--- src/rtl/core/frgs_pkg.sv ---
// ----------------------------------------------------------------------------
// Falling-rock grid step package
// Shared opcodes, register indexes, controller states and the command and
// status bundles that join the controller and the datapath.
// ----------------------------------------------------------------------------
package frgs_pkg;

	// Operation codes carried by the opcode input.
	typedef enum logic [1:0] {
		OP_WRITE  = 2'd0,
		OP_TICK   = 2'd1,
		OP_SETTLE = 2'd2,
		OP_READ   = 2'd3
	} opcode_t;

	// Configuration register indexes.
	localparam logic [1:0] REG_GRID_WIDTH  = 2'd0;
	localparam logic [1:0] REG_GRID_HEIGHT = 2'd1;
	localparam logic [1:0] REG_MAX_ROCKS   = 2'd2;

	// Register reset values.
	localparam logic [6:0] GRID_WIDTH_RST  = 7'd64;
	localparam logic [6:0] GRID_HEIGHT_RST = 7'd64;
	localparam logic [2:0] MAX_ROCKS_RST   = 3'd2;

	// Cell encoding and tick counter limit.
	localparam logic [3:0]  TABLE_CODE = 4'hF;
	localparam logic [11:0] TICK_SAT   = 12'hFFF;

	// Controller states.
	typedef enum logic [3:0] {
		ST_CLEAR,
		ST_IDLE,
		ST_WRITE,
		ST_READ,
		ST_TICK_START,
		ST_RD_UP,
		ST_RD_DN,
		ST_EVAL,
		ST_WR_DN,
		ST_TICK_END,
		ST_DONE
	} state_t;

	// Commands from the controller to the datapath.
	typedef struct packed {
		logic capture;
		logic clr_write;
		logic cell_write;
		logic cell_read;
		logic tick_start;
		logic rd_dn;
		logic eval;
		logic wr_dn;
		logic advance;
		logic tick_end;
		logic finish;
	} ctrl_cmd_t;

	// Status from the datapath to the controller.
	typedef struct packed {
		logic    clear_last;
		logic    sweep_empty;
		logic    last_cell;
		logic    move;
		logic    moved;
		opcode_t op;
	} dp_status_t;

endpackage

--- src/rtl/core/frgs_ctrl.sv ---
// ----------------------------------------------------------------------------
// Falling-rock grid step controller
// Sequences the clearing pass, cell writes and reads, and the gravity sweep
// one cell at a time, and issues commands to the datapath.
// ----------------------------------------------------------------------------
module frgs_ctrl (
	input  logic                  clk,
	input  logic                  arst_n,
	input  logic                  start,
	input  logic [1:0]            opcode,
	input  frgs_pkg::dp_status_t  status,
	output frgs_pkg::ctrl_cmd_t   cmd,
	output logic                  busy
);

	import frgs_pkg::*;

	state_t state_q;
	state_t state_nxt;

	// State register; reset starts the clearing pass.
	always_ff @(posedge clk or negedge arst_n) begin
		if (!arst_n) begin
			state_q <= ST_CLEAR;
		end else begin
			state_q <= state_nxt;
		end
	end

	// Next state.
	always_comb begin
		state_nxt = state_q;
		case (state_q)
			ST_CLEAR: begin
				if (status.clear_last) begin
					state_nxt = ST_IDLE;
				end
			end
			ST_IDLE: begin
				if (start) begin
					case (opcode_t'(opcode))
						OP_WRITE:  state_nxt = ST_WRITE;
						OP_READ:   state_nxt = ST_READ;
						OP_TICK:   state_nxt = ST_TICK_START;
						OP_SETTLE: state_nxt = ST_TICK_START;
						default:   state_nxt = ST_IDLE;
					endcase
				end
			end
			ST_WRITE: state_nxt = ST_DONE;
			ST_READ:  state_nxt = ST_DONE;
			ST_TICK_START: begin
				state_nxt = status.sweep_empty ? ST_TICK_END : ST_RD_UP;
			end
			ST_RD_UP: state_nxt = ST_RD_DN;
			ST_RD_DN: state_nxt = ST_EVAL;
			ST_EVAL: begin
				if (status.move) begin
					state_nxt = ST_WR_DN;
				end else if (status.last_cell) begin
					state_nxt = ST_TICK_END;
				end else begin
					state_nxt = ST_RD_UP;
				end
			end
			ST_WR_DN: begin
				state_nxt = status.last_cell ? ST_TICK_END : ST_RD_UP;
			end
			ST_TICK_END: begin
				if (status.op == OP_SETTLE && status.moved) begin
					state_nxt = ST_TICK_START;
				end else begin
					state_nxt = ST_DONE;
				end
			end
			ST_DONE: state_nxt = ST_IDLE;
			default: state_nxt = ST_IDLE;
		endcase
	end

	// Command outputs.
	always_comb begin
		cmd            = '0;
		busy           = (state_q != ST_IDLE);
		cmd.capture    = (state_q == ST_IDLE) && start;
		cmd.clr_write  = (state_q == ST_CLEAR);
		cmd.cell_write = (state_q == ST_WRITE);
		cmd.cell_read  = (state_q == ST_READ);
		cmd.tick_start = (state_q == ST_TICK_START);
		cmd.rd_dn      = (state_q == ST_RD_DN);
		cmd.eval       = (state_q == ST_EVAL);
		cmd.wr_dn      = (state_q == ST_WR_DN);
		cmd.advance    = ((state_q == ST_EVAL) && !status.move) || (state_q == ST_WR_DN);
		cmd.tick_end   = (state_q == ST_TICK_END);
		cmd.finish     = (state_q == ST_DONE);
	end

endmodule

--- config.mk ---
export PLATFORM = sky130hd
export DESIGN_NAME = frgs_ctrl
export DESIGN_NICKNAME = d
export VERILOG_FILES = /design/src/rtl/core/frgs_pkg.sv /design/src/rtl/core/frgs_ctrl.sv
export SDC_FILE = /design/constraint.sdc
export NUM_CORES = 1
export LEC_CHECK = 0
export ABC_AREA = 1
export BUFFER_PORTS_ARGS = -buffer_cell sky130_fd_sc_hd__clkbuf_2
export CORE_AREA = 2 2 39 41
export CTS_CLUSTER_SIZE = 10
export DETAILED_ROUTE_END_ITERATION = 16
export DIE_AREA = 0 0 41 43
export SLEW_MARGIN = 30
export SYNTH_ARGS = -nofsm -noshare
export SYNTH_HDL_FRONTEND = slang
export SYNTH_SLANG_ARGS = --single-unit
--- constraint.sdc ---
create_clock -name clk -period 2.2 [get_ports clk]
set_input_delay 0.55 -clock clk [delete_from_list [all_inputs] [get_ports clk]]
set_output_delay 0.55 -clock clk [all_outputs]
set_load 0.05 [all_outputs]
==> results by stage <==
Logic synthesis:
- The share of flip-flops with an asynchronous set or reset after synthesis is 100.0%.
- Synthesis inferred 4 register bits.
- The mean post-synth cell area is 6.047 µm².
- During synthesis, Yosys emitted a total of 0 warnings.
- The number of flops mapped to enable cells by yosys is 0.
- The post-synthesis instance total is 78.
- sky130_fd_sc_hd__nor2_1 is the most common cell in the netlist.
- Ranked by instance count, the synthesized netlist is headed by sky130_fd_sc_hd__nor2_1, sky130_fd_sc_hd__nand2_1, sky130_fd_sc_hd__inv_1, sky130_fd_sc_hd__nand3_1, sky130_fd_sc_hd__nand2_2.
- The synthesized design spends more area on one cell type than any other, namely sky130_fd_sc_hd__dfrtp_1.
- The number of unique standard cell types used by synthesis is 18.
- Sequential elements use 21.22% of the synthesized area.
- After synthesis the cells add up to 471.7 µm².
- For this run, the leading register cell type out of synthesis is sky130_fd_sc_hd__dfrtp_1.
- After synthesis, the cell types taking the most area are sky130_fd_sc_hd__dfrtp_1, sky130_fd_sc_hd__nor2_1, sky130_fd_sc_hd__nand2_1.
- The top cell type by area accounts for 21.22% of the synthesized area.
- The number of nets produced by synthesis is 91.

Setup path:
- STA classifies the critical path endpoint as a primary output.
- STA puts the critical path data required time at 1.65 ns.
- The largest driver fanout on the critical path is 8.
- The arrival time of the worst setup path is 1.46 ns.
- The critical path launch point type is a flop.
- The worst setup path is of the reg2out kind.

Power and ir drop:
- The leakage power is 0.3664 nW.
- Of the total power, the share spent switching nets is 62.64%.
- Cell internal power was estimated by the tool at 0.3608 mW.
- Sequential cells account for 16.8% of the total power.
- Summed over all nets, the switching power comes to 0.6049 mW.
- For this design the ratio of total power to cell area is 1562 mW/mm².
- The overall power after layout is 0.9657 mW.
- The logic gate share of total power is 73.9%.
- The relative contribution of the clock network to total power is 9.3%.
- The maximum ir drop on the vdd rail is 0.6223 mV.

Finish:
- At the end of the flow the core is filled with cells to 44.67%.
- The final antenna diode count is 0.
- The layout net count is 118.
- The area added between synthesis and finish is 31.03%.
- The largest registers in the layout are state_q (4).
- The flip-flop count of the largest register after layout is 4.
- The post-route netlist has 42.72% of its cells at a drive strength greater than 1.
- The register containing the most flip-flops in the final layout is state_q.

STA:
- At the pin with the least slew margin, the transition time is 0.3255 ns.
- The final-report max-slew violation count came to 0.
- In the final timing run, aggregate negative setup slack is 0 ns.
- Headroom to the max-slew limit came out at 78.30%.
- The final clock skew is 0.005160 ns.
- The routed design could run at a clock period as short as 2.007 ns.
- Setup repair after global routing left no endpoint under its margin.
- The top achievable clock speed is 498.4 MHz.
- The number of endpoints failing setup at the final stage is 0.
- The hold violation count in the final report came to 0.
- Dividing the final minimum period by the clock period gives 91.21%.

Global route:
- The via count of the first global-routing pass is 456.
- In the global route stage, met3 resource usage came out at 4.712%.
- Entering global routing, the biggest net connects 9 pins.
- The total routing resource utilization after global routing is 14.65%.
- The first global-routing pass estimated 1738 µm of wire.
- The total overflow left after global routing is 0.
- The met2 usage in global routing is 20.94%.
- The most crowded layer after global routing is met2.
- Global routing used 18.69% of the available met1 tracks.
- The number of antenna violations at the first check in global routing was 0.

Floorplan:
- The top-level I/O count is 24.
- The die extent in y is 43 µm.
- The die width is 41 µm.
- The floorplan row count is 14.
- In this run the standard cell core region covers 0.001384 mm².
- The starting density of the core is 34.09%.
- The floorplan step defined a die boundary enclosing 0.001763 mm².

Clock tree:
- Buffers inserted to repair hold after CTS numbered 0.
- Post-CTS repair changed the size of 0 cells.
- The total CTS buffers is 3.
- The clock-pin slew reported for the worst setup and hold paths after clock tree synthesis is 0.04 ns.
- CTS built an H-tree with a depth of 1.
- TritonCTS built the clock tree.
- Clock latency on the worst-skew pair, taken at its later pin, is 0.23 ns.
- The clock root buffer master is sky130_fd_sc_hd__clkbuf_4.
- The buffer count from post-CTS setup fixing is 0.
- The TritonCTS sink count is 4.
- No sink is reached through more buffers than the 2 on the longest clock path.

Detailed routing:
- The first-iteration detailed-routing DRC count is 7.
- The antenna violation net count after detailed routing is 0.
- In the routed design, unresolved DRC markers number 0.
- The final layout contains routed wiring with a total length of 1060 µm.
- After detailed routing, the average wire length per cell comes to 8.908 µm.
- The detailed router placed 519 vias in this run.
- The first TritonRoute pass finished after 4 iterations.
- The vias per cell is 4.361.

Placement:
- The placer's final routability congestion estimate is 0.6823.
- The total half-perimeter wirelength after legalization and detailed placement is 922.7 µm.
- The number of buffer cells added on primary ports is 23.

Outcome:
- The run finished with clean final reports.

Job:
- The max-capacitance violation count is 0.

Min path:
- The min-delay analysis places its worst path in the category in2async.
per-layer routing:
metal / share of wire, % / wire length [µm]
met1: 45 / 472
met4: 0 / 0
met5: 0 / 0
met2: 50 / 526
met3: 5.8 / 62
through the flow:
step / instances / cell area (µm²) / worst slack, ns / hold WS [ns]
after floorplan: 78 / 471.7 / 0.04734 / 0.2544
final: 119 / 618.1 / 0.1934 / 0.1104
after detailed placement: 116 / 595.6 / 0.4317 / 0.3604
after CTS: 119 / 618.1 / 0.1746 / 0.1036
after global routing: 119 / 618.1 / 0.09045 / 0.1032
after global placement: 116 / 595.6 / 0.4294 / 0.3573
final cells by class:
type / count / area, µm²
Fill cell: 170 / 765.7
Tap cell: 16 / 20.02
Sequential cell: 4 / 100.1
Clock buffer: 3 / 22.52
Inverter: 13 / 51.30
Timing Repair Buffer: 23 / 115.1
Multi-Input combinational cell: 60 / 309.0
cell usage in the layout (no fill, tap or decap):
cell / count
sky130_fd_sc_hd__a21oi_2: 1
sky130_fd_sc_hd__clkbuf_2: 23
sky130_fd_sc_hd__clkbuf_4: 3
sky130_fd_sc_hd__dfrtp_1: 4
sky130_fd_sc_hd__ha_1: 1
sky130_fd_sc_hd__inv_1: 10
sky130_fd_sc_hd__inv_2: 2
sky130_fd_sc_hd__inv_4: 1
sky130_fd_sc_hd__nand2_1: 16
sky130_fd_sc_hd__nand2_2: 6
sky130_fd_sc_hd__nand2_4: 1
sky130_fd_sc_hd__nand3_1: 7
sky130_fd_sc_hd__nand3b_1: 1
sky130_fd_sc_hd__nor2_1: 17
sky130_fd_sc_hd__nor2_2: 4
sky130_fd_sc_hd__nor2_4: 2
sky130_fd_sc_hd__o21ai_0: 2
sky130_fd_sc_hd__o21ai_2: 1
sky130_fd_sc_hd__or2_1: 1
worst paths after layout:
check                      slack [ns]    endpoint  cells after the start       start
max in group asynchronous        1.97  state_q[0]                      1      arst_n
setup / recovery                 0.19      cmd[2]                      5  state_q[1]
hold / removal                   0.11  state_q[3]                      1      arst_n
min in group clk                 0.64  state_q[3]                      4   status[5]
hold reg to reg                  0.78  state_q[0]                      5  state_q[2]
setup reg to reg                 0.99  state_q[0]                      6  state_q[1]
kinds of logic after synthesis:
family                   Yosys count  synth area share (%)
AND/OR/NAND/NOR                   55                 57.03
adder cells (fa/ha/maj)            1                 2.652
buffers and inverters             14                 13.26
flip-flops                         4                 21.22
AO/OA/AOI/OAI                      4                 5.836
critical path, cell delays in order, from the launching register on:
cell	delay, ns
sky130_fd_sc_hd__dfrtp_1	0.52
sky130_fd_sc_hd__nand2_2	0.15
sky130_fd_sc_hd__nor2_4	0.15
sky130_fd_sc_hd__nand2_1	0.07
sky130_fd_sc_hd__nand2_2	0.07
sky130_fd_sc_hd__clkbuf_2	0.27
power by group through the flow:
stage | combinational [mW] | clock [mW] | sequential [mW]
floorplan | 0.622 | 0 | 0.137
global placement | 0.718 | 0 | 0.163
detailed placement | 0.719 | 0 | 0.163
CTS | 0.721 | 0.0953 | 0.162
global route | 0.783 | 0.102 | 0.169
finish | 0.714 | 0.0896 | 0.162
(Power assumes the default switching activity.)
